==> config.mk <==
export PLATFORM = sky130hd
export DESIGN_NAME = tsq_csr
export DESIGN_NICKNAME = d
export VERILOG_FILES = /design/src/rtl/core/tsq_pkg.sv /design/src/rtl/core/tsq_csr.sv
export SDC_FILE = /design/constraint.sdc
export NUM_CORES = 1
export LEC_CHECK = 0
export BUFFER_PORTS_ARGS = -buffer_cell sky130_fd_sc_hd__buf_2
export CORE_MARGIN = 10
export CORE_UTILIZATION = 31
export CTS_CLUSTER_SIZE = 8
export DETAILED_ROUTE_END_ITERATION = 6
export PLACE_DENSITY = 0.6
export REMOVE_ABC_BUFFERS = 1
export SLEW_MARGIN = 0
export SYNTH_ARGS = -nofsm -noshare
export SYNTH_HDL_FRONTEND = slang
export SYNTH_SLANG_ARGS = --single-unit
==> constraint.sdc <==
create_clock -name clock -period 1.9 [get_ports clock]
set_clock_uncertainty 0.05 [all_clocks]
set_input_delay 0.095 -clock clock [delete_from_list [all_inputs] [get_ports clock]]
set_output_delay 0.095 -clock clock [all_outputs]
set_load 0.01 [all_outputs]
==> src/rtl/core/tsq_pkg.sv <==
`default_nettype none
// ----------------------------------------------------------------------------
// tsq_pkg: shared types and constants of the sleep queue timer
// Request and status codes, register map, cell commands, reset values.
// ----------------------------------------------------------------------------
package tsq_pkg;

   localparam int QUEUE_DEPTH_DEFAULT  = 16;
   localparam int TASK_ID_BITS_DEFAULT = 8;

   localparam int TIME_BITS   = 64;
   localparam int RELOAD_BITS = 32;
   localparam int CSR_ADDR_BITS = 5;
   localparam int CSR_DATA_BITS = 64;

   localparam logic [29:0] PERIOD_NS_RESET     = 30'd1000000;
   localparam logic [31:0] PERIOD_COUNTS_RESET = 32'd62500;
   localparam logic [RELOAD_BITS-1:0] RELOAD_MAX = 32'h7FFF_FFFF;

   typedef enum logic [1:0] {
      REQ_START     = 2'd0,
      REQ_SCHEDULE  = 2'd1,
      REQ_CANCEL    = 2'd2,
      REQ_TIMER_IRQ = 2'd3
   } req_type_type;

   typedef enum logic [1:0] {
      ST_OK        = 2'd0,
      ST_NOT_FOUND = 2'd1,
      ST_FULL      = 2'd2
   } status_type;

   typedef enum logic {
      KIND_WAKE  = 1'b0,
      KIND_FINAL = 1'b1
   } kind_type;

   typedef enum logic [1:0] {
      CSR_PERIOD_NS     = 2'd0,
      CSR_PERIOD_COUNTS = 2'd1,
      CSR_MULT          = 2'd2,
      CSR_SHIFT         = 2'd3
   } csr_index_type;

   typedef struct packed {
      logic [29:0] period_ns;
      logic [31:0] period_counts;
      logic [63:0] mult;
      logic [5:0]  shift;
   } cfg_type;

   typedef enum logic [1:0] {
      CELL_HOLD   = 2'd0,
      CELL_INSERT = 2'd1,
      CELL_SHIFT  = 2'd2
   } cell_op_type;

   typedef struct packed {
      cell_op_type          op;
      logic [TIME_BITS-1:0] key;
   } cell_cmd_type;

endpackage
`default_nettype wire

==> src/rtl/core/tsq_csr.sv <==
`default_nettype none
// ----------------------------------------------------------------------------
// tsq_csr: configuration registers
// APB-style register file: tick period, reload period, ns-to-count scaling.
// ----------------------------------------------------------------------------
module tsq_csr (
   input  wire logic                               clock,
   input  wire logic                               reset,
   input  wire logic                               psel,
   input  wire logic                               penable,
   input  wire logic                               pwrite,
   input  wire logic [tsq_pkg::CSR_ADDR_BITS-1:0]  paddr,
   input  wire logic [tsq_pkg::CSR_DATA_BITS-1:0]  pwdata,
   output logic      [tsq_pkg::CSR_DATA_BITS-1:0]  prdata,
   output logic                                    pready,
   output tsq_pkg::cfg_type                        cfg
);
   import tsq_pkg::*;

   cfg_type       cfg_ff;
   csr_index_type idx;
   logic          wr;

   assign idx    = csr_index_type'(paddr[4:3]);
   assign wr     = psel && penable && pwrite;
   assign pready = 1'b1;
   assign cfg    = cfg_ff;

   always_ff @(posedge clock) begin
      if (reset) begin
         cfg_ff.period_ns     <= PERIOD_NS_RESET;
         cfg_ff.period_counts <= PERIOD_COUNTS_RESET;
         cfg_ff.mult          <= '0;
         cfg_ff.shift         <= '0;
      end else if (wr) begin
         case (idx)
            CSR_PERIOD_NS:     cfg_ff.period_ns     <= pwdata[29:0];
            CSR_PERIOD_COUNTS: cfg_ff.period_counts <= pwdata[31:0];
            CSR_MULT:          cfg_ff.mult          <= pwdata[63:0];
            CSR_SHIFT:         cfg_ff.shift         <= pwdata[5:0];
            default: ;
         endcase
      end
   end

   always_comb begin
      case (idx)
         CSR_PERIOD_NS:     prdata = {34'b0, cfg_ff.period_ns};
         CSR_PERIOD_COUNTS: prdata = {32'b0, cfg_ff.period_counts};
         CSR_MULT:          prdata = cfg_ff.mult;
         CSR_SHIFT:         prdata = {58'b0, cfg_ff.shift};
         default:           prdata = '0;
      endcase
   end

endmodule
`default_nettype wire

* Word level (Yosys, flattened, before mapping)
Cells that the tools add are included.
Word-level totals: flip-flop bits (word level) 132, word-level logic and storage cells 15, bits of input ports 74
Operators by class: reduce and logical (&&, ||, !) cells 7, eq/ne operators 3, mux-type cells 1
Operator list (number):
- $pmux W64 S4 | 1
- $reduce_and A2 Y1 | 4
- $eq A2 B2 Y1 const B | 2
- $eq A2 B1 Y1 const B | 1
- $logic_and A1 B1 Y1 | 2
- $logic_not A2 Y1 | 1

* Longest topological paths before layout
word-level depth 3, depth in mapped cells 7, gate-level depth less buffers 3

* Worst setup path after synthesis
Ideal clock, no wire load.
kind input to register, from input paddr[4] (netlist name), to register cfg_ff (netlist bit cfg[90]), path buffers 4, cell stages on the path 7, setup time 0.072 ns, path slack 0.754 ns, required time 1.778 ns, arrival 1.024 ns, cells stage by stage buf_2 nor2b_4 buf_6 and2_4 buf_6 buf_6 mux2i_1
Between the ends: longest elaborated chain between the ends 2
Ends and longest elaborated chain:
- start: declaration | line tsq_csr.sv:12 | input wire logic [tsq_pkg::CSR_ADDR_BITS-1:0] paddr,
- $eq A2 B1 Y1 | line tsq_csr.sv:36 | case (idx)
- $reduce_and A2 Y1 (no line)
- end: declaration | line tsq_csr.sv:20 | cfg_type cfg_ff;
Every way passes these cells. A chain may end at the register's enable or synchronous reset.

* Final worst setup path
from register cfg_ff (netlist bit cfg[5]), to output prdata[5] (netlist name)
Between the ends: longest elaborated chain between the ends 1
Ends and longest elaborated chain:
- $pmux W64 S4 | line tsq_csr.sv:47 | case (idx)
- end: declaration | line tsq_csr.sv:14 | output logic [tsq_pkg::CSR_DATA_BITS-1:0] prdata,
Every way passes these cells.

==> metrics.cfg <==
[power]
clockPowerShare_pct=50.0
ir_worst_vdd_mv=0.548
p_leak_nw=4.45
seqPwrFrac_pct=40.5
power.density_nw_per_um2=765
fin_total_pwr_w=0.00699
p_int_w=0.00540
switchingPower_w=0.00160
p_comb_share_pct=9.4
netSwitchingFraction_pct=22.8

[critical_path]
r2r_start=cfg[53]
cp-startpoint=cfg[5]
timing.rr.end=cfg[53]
timing_worst_setup_path_type=reg -> out
crit_path_max_fanout=3
r2r_slack_ns=1.05
worstPathRequired_ns=1.75
cp-start-kind=flop
worstPathArrival_ns=1.38
worst-r2r-cell-count=2
critPathCaptureType=output port

[drt]
wirelength_mm=21.2
dr.pass1.iters=4
vias=5713
ant_nets=0
drt-initial-drc-count=435
drc=0
drt-vias-per-instance=4.59
post_drt_wl_per_cell_um=17.0

[sta]
finalSetupViolCount=0
rsz0062_at_grt=false
setup_ws_ns=0.374
slew_viol_final=0
max_clock_freq_mhz=655
hold_viol_final=0
period_minus_slack_ns=1.53
maxSlewHeadroom_pct=56.1
worstMarginPinSlew_ns=0.659
finalCritPeriodShare_pct=80.3

[global_routing]
groute.usage.overall_pct=15.6
antenna_found_initial=0
grt_pass1_vias=5714
grt_pass1_wl_mm=33.1
grt_max_degree=101
grt_overflow=0

[final_layout]
drive_above_1_share_pct=37.2
layout_common_cells=265 x buf_2, 132 x dfxtp_1, 123 x mux2i_1
final_common_cell=buf_2
largest_reg_flops=132
nets=1038
areaGrowthSynthToFinish_pct=45.0
antenna_cells=0

[floorplan]
die_area_um2=26400
ios=271
coreArea_um2=20100
die_width_um=163
fp.dieH_um=163
start_util_pct=31.4
placementRows=52

[job]
maxCapViolations=0

[clock_tree]
cts_tree=yes
clk_pin_slew_ns=0.06
clk_latency_ns=0.41
clockBufferDepth=2
cts_buffers=17
cts_num_sinks=132
post_cts_resized=0
root_buffer=clkbuf_16
htree_levels=4

[place]
portBuffers=266
place_ws_ns=0.313
globalplace.congestion=0.770
dpl.hpwl_mm=15.3

[run_status]
status=finished clean

[synth]
synth_area_per_cell_um2=9.63
synthCells=655
yosysSeqAreaShare_pct=41.9
ys_ff_latch=132
ys_warn_count=0
syn_area_um2=6310
synth.distinct_cells=25

[hold_path]
hold_class=in -> reg
holdPathEnd=cfg[75]
holdCritStartpoint=reset
min_path_cells=4

## metal layers
| metal | wire (um) | global-route usage (%) |
|---|---|---|
| met1 | 9610 | 19.7 |
| met3 | 1910 | 6.12 |
| met2 | 9380 | 24.3 |
| met4 | 264 | 4.10 |
| met5 | 0 | 0 |
## cells by family after synthesis
group	synth area share [%]
other	0.0595
and+or+nand+nor	21.5
AOI/OAI and AO/OA	10.0
buffers and inverters	4.86
muxes	21.7
DFF	41.9
## cell usage after synthesis, drive strengths merged
master	number	share of area [%]
mux2i	123	20
nor2	27	1.6
buf	33	3.3
nor3	1	0.079
a21bo	33	5.2
nand2b	116	12
and3	1	0.099
clkbuf	26	1.5
nor2b	2	0.32
o21ai	24	1.9
conb	1	0.059
nand3	35	2.9
mux4	6	2.1
and2	33	3.3
dfxtp	132	42
nand2	26	1.6
a22o	2	0.28
or3	1	0.099
a21oi	33	2.6
## final cells by class
class,count,area (um2)
Clock buffer,19,453
Clock inverter,12,180
Fill cell,1933,11000
Multi-Input combinational cell,464,3370
Sequential cell,132,2640
Tap cell,270,338
Timing Repair Buffer,349,2150
## worst max-delay path: stages (launching register included)
cell and delay [ns]:
dfxtp_1 0.32, mux4_2 0.48, buf_2 0.16
## repair_timing
item,4_1_cts,5_1_grt
buffers inserted,0,0
hold buffers,64,0
endpoints found under the hold margin,132,0
## worst max-delay path by stage
stage,endpoint,depth (start not counted)
3_3_place_gp,cfg[128],4
2_1_floorplan,cfg[10],3
4_1_cts,prdata[5],2
3_5_place_dp,cfg[126],4
6_report,prdata[5],2
5_1_grt,prdata[31],5
## power groups by stage
| stage | Combinational, W | Sequential, W | Clock [W] |
|---|---|---|---|
| global placement | 0.000558 | 0.00289 | 0 |
| floorplan | 0.000231 | 0.00290 | 0 |
| CTS | 0.000668 | 0.00283 | 0.00361 |
| detailed placement | 0.000563 | 0.00289 | 0 |
| finish | 0.000660 | 0.00283 | 0.00350 |
| global route | 0.000723 | 0.00284 | 0.00371 |
## per-stage QoR
step,hold WS [ns],area [um2],util (%),setup TNS [ns],cells
CTS,0.143,9140,45.5,0,1246
finish,0.180,9140,45.5,0,1246
floorplan,0.114,6000,-,-255.64,596
global route,0.205,9140,45.5,0,1246
global placement,0.300,7870,39.1,0,1151
detailed placement,0.306,7870,39.1,0,1151
No activity file was read; power rests on OpenSTA's default activity.
