File: src/rtl/core/tsq_pkg.sv
`default_nettype none
// ----------------------------------------------------------------------------
// tsq_pkg: shared types and constants of the sleep queue timer
// Request and status codes, register map, cell commands, reset values.
// ----------------------------------------------------------------------------
package tsq_pkg;

   localparam int QUEUE_DEPTH_DEFAULT  = 16;
   localparam int TASK_ID_BITS_DEFAULT = 8;

   localparam int TIME_BITS   = 64;
   localparam int RELOAD_BITS = 32;
   localparam int CSR_ADDR_BITS = 5;
   localparam int CSR_DATA_BITS = 64;

   localparam logic [29:0] PERIOD_NS_RESET     = 30'd1000000;
   localparam logic [31:0] PERIOD_COUNTS_RESET = 32'd62500;
   localparam logic [RELOAD_BITS-1:0] RELOAD_MAX = 32'h7FFF_FFFF;

   typedef enum logic [1:0] {
      REQ_START     = 2'd0,
      REQ_SCHEDULE  = 2'd1,
      REQ_CANCEL    = 2'd2,
      REQ_TIMER_IRQ = 2'd3
   } req_type_type;

   typedef enum logic [1:0] {
      ST_OK        = 2'd0,
      ST_NOT_FOUND = 2'd1,
      ST_FULL      = 2'd2
   } status_type;

   typedef enum logic {
      KIND_WAKE  = 1'b0,
      KIND_FINAL = 1'b1
   } kind_type;

   typedef enum logic [1:0] {
      CSR_PERIOD_NS     = 2'd0,
      CSR_PERIOD_COUNTS = 2'd1,
      CSR_MULT          = 2'd2,
      CSR_SHIFT         = 2'd3
   } csr_index_type;

   typedef struct packed {
      logic [29:0] period_ns;
      logic [31:0] period_counts;
      logic [63:0] mult;
      logic [5:0]  shift;
   } cfg_type;

   typedef enum logic [1:0] {
      CELL_HOLD   = 2'd0,
      CELL_INSERT = 2'd1,
      CELL_SHIFT  = 2'd2
   } cell_op_type;

   typedef struct packed {
      cell_op_type          op;
      logic [TIME_BITS-1:0] key;
   } cell_cmd_type;

endpackage
`default_nettype wire

File: src/rtl/core/tsq_cell.sv
`default_nettype none
// ----------------------------------------------------------------------------
// tsq_cell: one sleep queue slot
// Holds one deadline and task id; inserts in order or shifts toward the head.
// ----------------------------------------------------------------------------
module tsq_cell #(
   parameter int QUEUE_DEPTH  = tsq_pkg::QUEUE_DEPTH_DEFAULT,
   parameter int TASK_ID_BITS = tsq_pkg::TASK_ID_BITS_DEFAULT,
   parameter int CELL_INDEX   = 0,
   localparam int CNT_BITS    = $clog2(QUEUE_DEPTH + 1),
   localparam int IDX_BITS    = $clog2(QUEUE_DEPTH)
) (
   input  wire logic                              clock,
   input  wire tsq_pkg::cell_cmd_type             cmd,
   input  wire logic [TASK_ID_BITS-1:0]           cmd_task,
   input  wire logic [CNT_BITS-1:0]               count,
   input  wire logic [IDX_BITS-1:0]               pos,
   input  wire logic                              prev_gt,
   input  wire logic [tsq_pkg::TIME_BITS-1:0]     prev_deadline,
   input  wire logic [TASK_ID_BITS-1:0]           prev_task,
   input  wire logic [tsq_pkg::TIME_BITS-1:0]     next_deadline,
   input  wire logic [TASK_ID_BITS-1:0]           next_task,
   output logic                                   gt,
   output logic      [tsq_pkg::TIME_BITS-1:0]     deadline,
   output logic      [TASK_ID_BITS-1:0]           entry_task,
   output logic                                   hit
);
   import tsq_pkg::*;

   logic [TIME_BITS-1:0]    deadline_ff, deadline_in;
   logic [TASK_ID_BITS-1:0] task_ff, task_in;
   logic                    occupied;

   assign occupied   = CNT_BITS'(CELL_INDEX) < count;
   assign gt         = !occupied || (deadline_ff > cmd.key);
   assign hit        = (pos == IDX_BITS'(CELL_INDEX)) && (task_ff == cmd_task);
   assign deadline   = deadline_ff;
   assign entry_task = task_ff;

   always_comb begin
      deadline_in = deadline_ff;
      task_in     = task_ff;
      case (cmd.op)
         CELL_INSERT: begin
            if (gt) begin
               if (prev_gt) begin
                  deadline_in = prev_deadline;
                  task_in     = prev_task;
               end else begin
                  deadline_in = cmd.key;
                  task_in     = cmd_task;
               end
            end
         end
         CELL_SHIFT: begin
            if (IDX_BITS'(CELL_INDEX) >= pos) begin
               deadline_in = next_deadline;
               task_in     = next_task;
            end
         end
         default: ;
      endcase
   end

   always_ff @(posedge clock) begin
      deadline_ff <= deadline_in;
      task_ff     <= task_in;
   end

endmodule
`default_nettype wire

File: config.mk
export PLATFORM = sky130hd
export DESIGN_NAME = tsq_cell
export DESIGN_NICKNAME = d
export VERILOG_FILES = /design/src/rtl/core/tsq_pkg.sv /design/src/rtl/core/tsq_cell.sv
export SDC_FILE = /design/constraint.sdc
export NUM_CORES = 1
export LEC_CHECK = 0
export BUFFER_PORTS_ARGS = -buffer_cell sky130_fd_sc_hd__buf_4
export CAP_MARGIN = 5
export CELL_PAD_IN_SITES_DETAIL_PLACEMENT = 1
export CELL_PAD_IN_SITES_GLOBAL_PLACEMENT = 1
export CORE_MARGIN = 10
export CORE_UTILIZATION = 25
export CTS_CLUSTER_DIAMETER = 80
export DETAILED_ROUTE_END_ITERATION = 10
export GPL_TIMING_DRIVEN = 0
export PLACE_DENSITY_LB_ADDON = 0.1
export SETUP_SLACK_MARGIN = 0.02
export SYNTH_ARGS = -nofsm -noshare
export SYNTH_HDL_FRONTEND = slang
export SYNTH_SLANG_ARGS = --single-unit
File: constraint.sdc
create_clock -name clock -period 5.7 [get_ports clock]
set_clock_uncertainty 0.1 [all_clocks]
set_input_delay 0.285 -clock clock [delete_from_list [all_inputs] [get_ports clock]]
set_output_delay 0.285 -clock clock [all_outputs]
set_load 0.005 [all_outputs]
* Word level (Yosys, flattened, before mapping)
Index checks and enable logic that the tools add are counted.
Storage, ports and cells: flip-flop bits (word level) 72, bits in latches 0, bits in writable memories 0, ROM bits 0, output and inout bits 74, memories 0
Cells by class: add/subtract/negate cells 0, multiply operators 0, divide/modulo/power cells 0, magnitude comparators 3, eq/ne operators 5, shift-type cells 0, mux-type cells 8, bitwise gates (word level) 0, reduce and logical (&&, ||, !) cells 6
Operators with widths (count):
- two-way mux 64 bit | 3
- case mux 64 bit (2 select lines) | 1
- greater-than comparator 64 bit | 1
- two-way mux 8 bit | 3
- case mux 8 bit (2 select lines) | 1
- == test 8 bit | 1
- < comparator 1 x 5 -> 1 bit, first input constant | 1
- greater-or-equal comparator 1 x 4 -> 1 bit, first input constant | 1
- logical NOT 4 bit | 1
- != test 2 bit, second input constant | 2
- AND reduction 3 bit | 1
- == test 2 x 1 -> 1 bit, second input constant | 1
- == test 2 bit, second input constant | 1
- nonzero test 2 bit | 1
- logical AND 1 bit | 1
- logical NOT 1 bit | 1
- logical OR 1 bit | 1

* Logic depth before layout (Yosys ltp)
Gate-level depths: netlist of the first run.
word-level depth 5, gate-level depth with buffers 8, mapped depth without buffers 8

* Worst setup path before layout of the first run
Ideal clock, no wire load.
path kind register to register, from register deadline_ff[19] (netlist: deadline[19]), to register deadline_ff[0] (netlist: deadline[0]), enable pin, setup time 511 ps, arrival time 4882 ps, path slack 207 ps, cell stages (with the launch flop) 7, clock period less this slack 5493 ps, cells stage by stage edfxtp_1 > ha_1 > nand4_1 > or4_1 > a311oi_1 > nor4_1 > o21ai_1
Between the ends: longest elaborated chain between the ends 4
Ends and longest elaborated chain:
- from (decl) | line tsq_cell.sv:30 | logic [TIME_BITS-1:0] deadline_ff, deadline_in;
- from (signal assigned) | line tsq_cell.sv:66 | deadline_ff <= deadline_in;
- greater-than comparator 64 bit | line tsq_cell.sv:35 | assign gt = !occupied || (deadline_ff > cmd.key);
- logical OR 1 bit | line tsq_cell.sv:35
- != test 2 bit (no line)
- AND reduction 3 bit (no line)
Every way passes these cells. A chain may end at the register's enable or synchronous reset.

* Final worst setup path of the first run
from register deadline_ff[57] (netlist: deadline[57]), to register deadline_ff[27] (netlist: deadline[27]), enable pin
The elaborated chain is that of the path after synthesis.

==> results.yml, run 1 <==
outcome:
  status: "complete, no violations"
timing:
  hold_viol: 0
  whs_ns: 0.125
  fin_crit_sh: 0.611
  fin_crit_ns: 3.48
  finalSetupViolations: 0
  fin_setup_tns_ns: 0
  slew_viol_final: 0
  worstMarginPinSlew_ns: 0.864
  slew_headroom: 0.424
  clock.fmax_mhz: 287
  rsz0062_at_grt: "no"
grt:
  grt.total_usage: 0.159
  grt_max_degree: 23
  grt_pass1_wl_um: 35400
  grt_pass1_vias: 6144
  antenna_found_initial: 1
  gr-total-overflow: 0
placed_design:
  gp_congestion: 0.802
  io_buffers: 301
  dp_hpwl_um: 19700
layout:
  nFillCells: 2513
  utilization: 0.398
  area_delta_synth_final_pct: 55.7
  final_common_cell: "buf_4"
  drive_above_1_share: 0.374
  final_nets: 1179
  final_cell_mix: "buf_4, nand2_1, o21ai_0"
logic_synthesis:
  syn-num-nets: 864
  avgSynthCellArea_um2: 9.47
  yosysUniqueCellTypes: 35
  syn_area_um2: 5410
  syn_inst: 571
  synth-seq-cells: 72
  yosysSeqAreaShare: 0.400
  yosys_warnings: 0
detailed_routing:
  wl_met3_um: 1570
  final_antenna_net_count: 0
  drtIter0Drc: 254
  dr_wl_met2_um: 11900
  dr.pass1.iters: 4
  wl_per_cell_um: 19.6
  drt-total-wl_um: 22900
  num_vias: 5341
  wl_met1_um: 9120
  drc_errors: 0
  viasPerCell: 4.58
  highest_layer: "met4"
pwr:
  ir_drop_mv: 0.134
  leakagePower_nw: 4.05
  power_density_nw_per_um2: 196
worst_setup_path:
  cp_slowest_cell: "o21ai_4"
  crit_chain: "ha_1 -> nand4_1 -> nor4_2 -> nand3_1 -> a311oi_1 -> nor4_1 -> o21ai_4 -> buf_16"
  cpPeakStageDelay_ns: 0.63
  start_kind: "flop"
  cp_max_fo: 21
  crit_required_ns: 5.64
  crit_type: "flop to flop"
  r2r_cells: 8
  endpoint_kind: "flop"
  cp_data_arrival_time_ns: 3.42
clock_tree:
  clock-sinks: 72
  numCtsBuffers: 9
  cts-resized-gates: 0
  clk_path_buf_depth: 2
  cts_setup_buffers: 0
  clk_pin_slew_ns: 0.06
  cts-root-buf: "clkbuf_16"
  cts_tree: "done"
  hold_buffers: 0
  insertion_delay_ns: 0.34
  h-tree-depth: 3
floorplanning:
  die_width_um: 167
  rows: 53
  die_area_um2: 27900
  die_h_um: 167
  start_util: 0.256
  core_region_area_um2: 21200
  io_pins: 303
hold_path:
  min_path_type: "primary input to flop"
  holdPathStages: 3
job:
  maxCapViolCount: 0
metal layers:
layer	track usage	vias up
li1	-	2667
met2	0.287	181
met4	0.0393	0
met1	0.177	2474
met3	0.0506	19
met5	0	-
cell type report:
class | instances | area (um^2) | area share
clock buffer | 9 | 225 | 0.0267
multi-input combinational | 407 | 2900 | 0.345
buffer | 24 | 100 | 0.0119
inverter | 68 | 255 | 0.0303
clock inverter | 7 | 86.3 | 0.0103
sequential | 72 | 2160 | 0.257
timing repair buffer | 304 | 2340 | 0.278
tap | 275 | 344 | 0.0409
antenna | 1 | 2.50 | 0.000297
path summary, 6_finish.rpt:
check                             startpoint       endpoint  slack [ns]
worst max-delay path            deadline[57]   deadline[27]        2.22
worst min register to register   deadline[1]    deadline[2]        1.38
worst min-delay path            next_task[2]  entry_task[2]        0.13
worst max register to register  deadline[57]   deadline[27]        2.22
cells in the mapped netlist:
cell,number,area share
a211oi_1,1,0.0014
a21o_1,3,0.0042
a21oi_1,28,0.026
a221oi_1,1,0.0016
a221oi_2,1,0.0028
a22oi_1,3,0.0042
a311oi_1,1,0.0016
a31oi_1,1,0.0012
a41oi_1,1,0.0016
and4_1,2,0.0032
and4bb_2,1,0.0023
buf_2,8,0.0074
clkbuf_1,16,0.011
edfxtp_1,72,0.40
ha_1,64,0.15
inv_1,68,0.047
mux2i_1,72,0.13
nand2_1,94,0.065
nand2b_1,2,0.0023
nand3_1,5,0.0046
nand4_1,10,0.012
nand4_2,2,0.0046
nor2_1,7,0.0049
nor2b_1,2,0.0023
nor3_1,2,0.0019
nor3b_1,1,0.0014
nor4_1,4,0.0046
nor4_2,1,0.0023
o211ai_1,1,0.0014
o21ai_0,85,0.079
o21ai_1,1,0.00092
o22ai_1,1,0.0012
or4_1,2,0.0028
xnor2_1,6,0.0097
xor2_1,2,0.0032
flip-flops by register name, indices dropped and copies added (netlist names):
register,cells
entry_task,8
deadline,64
worst max-delay path, delay by kind of cell (launching register included):
family                   cells  cell delay [ns]
AND/OR/NAND/NOR              4             1.15
AO/OA/AOI/OAI                2             0.94
flip-flops                   1             0.41
adder cells (fa/ha/maj)      1             0.32
buffers and inverters        1             0.25
kinds of logic after synthesis:
kind of cell               count (synthesis)  synth area share
AOI/OAI and AO/OA                        128             0.127
xor gates and xnor gates                   8            0.0130
adders and majority gates                 64             0.148
buffers and inverters                     92            0.0657
DFF                                       72             0.400
muxes                                     72             0.133
and+or+nand+nor                          135             0.114
where the power goes:
| part | switching (mW) | leakage (nW) | total (mW) | internal [mW] |
|---|---|---|---|---|
| combinational | 0.184 | 3.23 | 0.404 | 0.220 |
| clock | 0.227 | 0.153 | 0.606 | 0.379 |
| sequential | 0.0149 | 0.664 | 0.637 | 0.622 |
per-stage QoR:
| step | worst slack (ns) | std cells | total power, mW | instance area (um^2) |
|---|---|---|---|---|
| final | 2.22 | 1167 | 1.65 | 8420 |
| after global routing | 1.96 | 1167 | 1.75 | 8420 |
| after CTS | 2.12 | 1166 | 1.68 | 8420 |
| after detailed placement | 2.13 | 1150 | 1.06 | 8110 |
| after global placement | -2.45 | 1147 | 1.05 | 8010 |
| after floorplan | 0.207 | 571 | 0.818 | 5410 |
Note: power is estimated with default switching activity, not from simulation.
==> run 2, diff against run 1 <==
Clock period 5.7 ns to 2.97 ns, I/O delays scaled along.
==> run 2 against run 1 <==
Combinational power is 120% higher. Clock-buffer cell count unchanged. Clock power increased by 59%. Total power rose by 87%. Critical path depth did not move. Hold slack got worse by 0.12 ns. Cell area is 9.1% higher. Register-to-register slack got worse by 2.1 ns. Routed wire length grew 5.4%. Sequential share of layout area is 2.1 points lower. Via count up 6.0%. Maximum frequency up 22%. Highest routed layer is now met5.
==> results.yml, run 2 (synthesis gave the netlist of run 1 again) <==
outcome:
  status: "complete, no violations"
clock_tree:
  clk_path_buf_depth: 2
  clock-sinks: 72
  clk_pin_slew_ns: 0.06
  cts_tree: "done"
  cts-root-buf: "clkbuf_16"
  insertion_delay_ns: 0.34
  h-tree-depth: 3
  numCtsBuffers: 9
layout:
  nFillCells: 2438
  final_area_um2: 9190
  area_delta_synth_final_pct: 69.8
  stdcell_count: 1227
  final_cell_mix: "buf_4, nand2_1, o21ai_0"
  final_common_cell: "buf_4"
  drive_above_1_share: 0.377
  utilization: 0.434
  final_nets: 1242
  largest_reg_flops: 64
detailed_routing:
  final_antenna_net_count: 0
  viasPerCell: 4.62
  drtIter0Drc: 228
  drc_errors: 0
  dr.pass1.iters: 6
  wl_per_cell_um: 19.7
  num_vias: 5664
  drt-total-wl_um: 24200
worst_setup_path:
  cp_slowest_cell: "or4_4"
  critical_path.startpoint: "deadline[19]"
  rrSetupSlack_ns: 0.11
  r2r-start: "deadline[19]"
  cp_max_fo: 12
  worstSetupEndpoint: "deadline[61]"
  cpPeakStageDelay_ns: 0.58
  crit_chain: "ha_4 -> nand4_1 -> or4_4 -> a311oi_2 -> nor4_2 -> o21ai_4 -> buf_12 -> bufbuf_16"
  start_kind: "flop"
  crit_required_ns: 2.92
  cp_data_arrival_time_ns: 2.81
  endpoint_kind: "flop"
  crit_type: "flop to flop"
  r2r_cells: 8
  r2r-end: "deadline[61]"
pwr:
  pwr-share-seq: 0.398
  power_density_nw_per_um2: 335
  p_int_mw: 2.23
  switchingPower_mw: 0.841
  leakagePower_nw: 4.33
  p_clk_frac: 0.314
  p_comb_frac: 0.288
  swShare: 0.273
  ir_drop_mv: 0.221
timing:
  clock.fmax_mhz: 349
  rsz0062_at_grt: "yes"
  worstMarginPinSlew_ns: 0.699
  slew_headroom: 0.534
  whs_ns: 0.00476
  finalSetupViolations: 0
  fin_crit_sh: 0.964
  hold_viol: 0
  slew_viol_final: 0
  setup_ws_ns: 0.107
  fin_crit_ns: 2.86
grt:
  grt_pass1_vias: 6603
  antenna_found_initial: 2
  grt_max_degree: 15
  grt.total_usage: 0.168
  gr-total-overflow: 0
  grt_pass1_wl_um: 37400
floorplanning:
  io_pins: 303
  die_area_um2: 27900
  die_h_um: 167
  die_width_um: 167
  start_util: 0.256
  rows: 53
  core_region_area_um2: 21200
job:
  maxCapViolCount: 0
hold_path:
  min_path_type: "primary input to flop"
placed_design:
  dp_hpwl_um: 19800
  postPlaceCellArea_um2: 8150
  gp_congestion: 0.802
  io_buffers: 301
  dp.cells: 1150
  dp_slack_ns: -0.680
[run 2: cell count changes in the layout (fill, tap and decap cells not counted), sizes merged]
| cell | delta |
|---|---|
| dlygate4sd3 | +47 |
| bufbuf | +2 |
| buf | +14 |
| clkinvlp | -1 |
| bufinv | -2 |
[run 2: final cells by class]
class	instances	area (um^2)	share of cell area
timing repair buffer	367	3000	0.327
sequential	72	2160	0.235
multi-input combinational	407	3080	0.336
clock inverter	4	15.0	0.00163
buffer	24	100	0.0109
tap	275	344	0.0375
clock buffer	9	225	0.0245
antenna	1	2.50	0.000272
inverter	68	255	0.0278
[run 2: how the worst min path moves through the flow]
| stage | start | to | slack, ns | cells past startpoint |
|---|---|---|---|---|
| floorplan | next_deadline[0] | deadline[0] | 0.24 | 2 |
| global placement | next_deadline[9] | deadline[9] | 0.32 | 3 |
| detailed placement | next_task[5] | entry_task[5] | 0.33 | 3 |
| CTS | next_deadline[38] | deadline[38] | 0.0003 | 3 |
| global route | next_deadline[38] | deadline[38] | 0.01 | 3 |
| finish | next_deadline[38] | deadline[38] | 0.005 | 3 |
[run 2: routing by layer]
layer | vias to the layer above | GRT usage | share of wire
met5 | - | 0 | 0.00037
met4 | 2 | 0.0420 | 0.012
met3 | 19 | 0.0609 | 0.084
li1 | 2794 | - | -
met1 | 2665 | 0.194 | 0.41
met2 | 184 | 0.289 | 0.49
[run 2: worst max-delay path: cells and delay by family (launching register included)]
family	cells	cell delay [ns]
flops	1	0.43
compound gates	2	0.47
buf+inv	2	0.44
fa+ha+maj	1	0.30
simple gates	3	0.84
[run 2: repair_timing]
item / CTS / global route
gates resized for setup: 8 / 10
setup buffers: 9 / 5
gates cloned: 2 / 0
endpoints found under the setup margin: 73 / 63
endpoints found under the hold margin: 46 / 1
pin swaps: 5 / 8
hold buffers: 46 / 1
[run 2: power groups by stage]
stage / Sequential [mW] / Combinational [mW] / Clock [mW]
2_1_floorplan: 1.24 / 0.328 / 0
3_5_place_dp: 1.24 / 0.797 / 0
3_3_place_gp: 1.25 / 0.763 / 0
6_report: 1.22 / 0.886 / 0.964
5_1_grt: 1.23 / 0.995 / 1.03
4_1_cts: 1.22 / 0.882 / 0.990
[run 2: through the flow]
step,TNS [ns],power [mW]
detailed placement,-34.15,2.04
floorplan,-29.13,1.57
global placement,-115.71,2.01
CTS,0,3.10
global route,-0.850,3.26
finish,0,3.07
==> run 3, diff against run 2 <==
Settings changed: PLACE_DENSITY_LB_ADDON 0.1 to 0.3.
==> run 3 against run 2 <==
Sequential power is essentially flat. Highest routed layer is now met4. Routed wire length grew 4.9%. Combinational power increased by 4.5%. Utilization rose by 1.5 points. Sequential cell count is the same.
==> results.yml, run 3 (synthesis gave the netlist of run 1 again) <==
outcome:
  status: "complete, no violations"
layout:
  final_nets: 1264
  final_common_cell: "buf_4"
  area_delta_synth_final_pct: 75.8
  stdcell_count: 1251
  largest_reg_flops: 64
  drive_above_1_share: 0.381
  antenna_cells: 0
  final_area_um2: 9510
  final_cell_mix: "buf_4, nand2_1, o21ai_0"
placed_design:
  dp_slack_ns: -0.901
  postPlaceCellArea_um2: 8160
  dp.cells: 1150
  gp_congestion: 0.781
  dp_hpwl_um: 19500
  io_buffers: 301
timing:
  finalSetupViolations: 0
  hold_viol: 0
  fin_setup_tns_ns: 0
  fin_crit_ns: 2.89
  fin_crit_sh: 0.972
  whs_ns: 0.00859
  slew_viol_final: 0
  clock.fmax_mhz: 346
  slew_headroom: 0.453
  rsz0062_at_grt: "yes"
  worstMarginPinSlew_ns: 0.821
  setup_ws_ns: 0.0837
floorplanning:
  rows: 53
  start_util: 0.256
  die_area_um2: 27900
  die_h_um: 167
  die_width_um: 167
  io_pins: 303
  core_region_area_um2: 21200
grt:
  grt_max_degree: 23
  gr-total-overflow: 0
  antenna_found_initial: 0
  grt_pass1_wl_um: 38000
  grt_pass1_vias: 6617
  grt.total_usage: 0.171
clock_tree:
  clk_pin_slew_ns: 0.06
  numCtsBuffers: 9
  cts-root-buf: "clkbuf_16"
  cts_tree: "done"
  clk_path_buf_depth: 2
  insertion_delay_ns: 0.34
  h-tree-depth: 3
  clock-sinks: 72
hold_path:
  hold_start: "next_deadline[53]"
  min_path_type: "primary input to flop"
  min_to: "deadline[53]"
  holdPathStages: 3
detailed_routing:
  num_vias: 5841
  viasPerCell: 4.67
  final_antenna_net_count: 0
  drtIter0Drc: 252
  drt-total-wl_um: 25300
  wl_per_cell_um: 20.2
  dr.pass1.iters: 4
  drc_errors: 0
worst_setup_path:
  cp_data_arrival_time_ns: 2.85
  crit_required_ns: 2.93
  cp_max_fo: 5
  crit_chain: "ha_4 -> nand4_4 -> nor4_4 -> buf_4 -> buf_6 -> buf_4 -> nor3b_2 -> nor4_4 -> buf_4 -> o21ai_4 -> clkbuf_16"
  critical_path.startpoint: "deadline[62]"
  rrSetupSlack_ns: 0.08
  cp_slowest_cell: "edfxtp_1"
  start_kind: "flop"
  cpPeakStageDelay_ns: 0.44
  path_common_cell: "buf_4"
  endpoint_kind: "flop"
  r2r-end: "deadline[0]"
  r2r_cells: 11
  crit_type: "flop to flop"
  r2r-start: "deadline[62]"
job:
  maxCapViolCount: 0
pwr:
  ir_drop_mv: 0.239
  power_density_nw_per_um2: 343
  leakagePower_nw: 4.47
-- run 3: changes by cell type in the layout (fill, tap and decap cells not counted), sizes merged --
| cell | delta |
|---|---|
| bufinv | +1 |
| clkbuf | +5 |
| dlygate4sd3 | +16 |
| diode | -1 |
| o21ai | +1 |
| bufbuf | -2 |
| clkinvlp | +2 |
| buf | +2 |
-- run 3: layer usage --
layer,part of all wire,track usage
met5,0,0
met4,0.013,0.0428
met3,0.082,0.0578
met2,0.50,0.296
met1,0.41,0.198
-- run 3: cell type report --
| cell class | count | area, um^2 |
|---|---|---|
| well taps | 275 | 344 |
| repair buffers | 388 | 3240 |
| inverters | 68 | 255 |
| multi-input cells | 408 | 3120 |
| clock inverters | 7 | 62.6 |
| clock buffers | 9 | 225 |
| plain buffers | 24 | 100 |
| flip-flops and latches | 72 | 2160 |
| fillers | 2422 | 11600 |
-- run 3: worst max-delay path by stage --
| stage | to | slack (ns) | cells past startpoint |
|---|---|---|---|
| global route | deadline[0] | -0.03 | 11 |
| CTS | deadline[16] | 0.004 | 11 |
| detailed placement | deadline[30] | -0.90 | 9 |
| global placement | deadline[30] | -1.72 | 7 |
| finish | deadline[0] | 0.08 | 11 |
| floorplan | deadline[0] | -0.40 | 7 |
-- run 3: stage by stage --
step | utilization | power, mW
2_1_floorplan | - | 1.57
3_3_place_gp | 0.382 | 2.01
3_5_place_dp | 0.386 | 2.04
4_1_cts | 0.439 | 3.27
5_1_grt | 0.450 | 3.45
6_report | 0.450 | 3.26
-- run 3: worst max-delay path, delay by kind of cell, from the launching register on --
kind                       cells  cell delay, ns
buffers and inverters          5            0.74
and+or+nand+nor                4            0.78
AOI/OAI and AO/OA              1            0.22
adders and majority gates      1            0.32
DFF                            1            0.44
-- run 3: repair_timing --
item | CTS | global route
cloned | 1 | 5
setup buffers | 9 | 8
pin swaps | 8 | 12
setup endpoints to repair | 73 | 73
hold buffers | 63 | 0
endpoints found under the hold margin | 63 | 0
resized for setup | 15 | 11
-- run 3: power breakdown --
group          internal, mW  switching (mW)
registers              1.19          0.0300
logic                 0.522           0.404
clock network         0.643           0.465
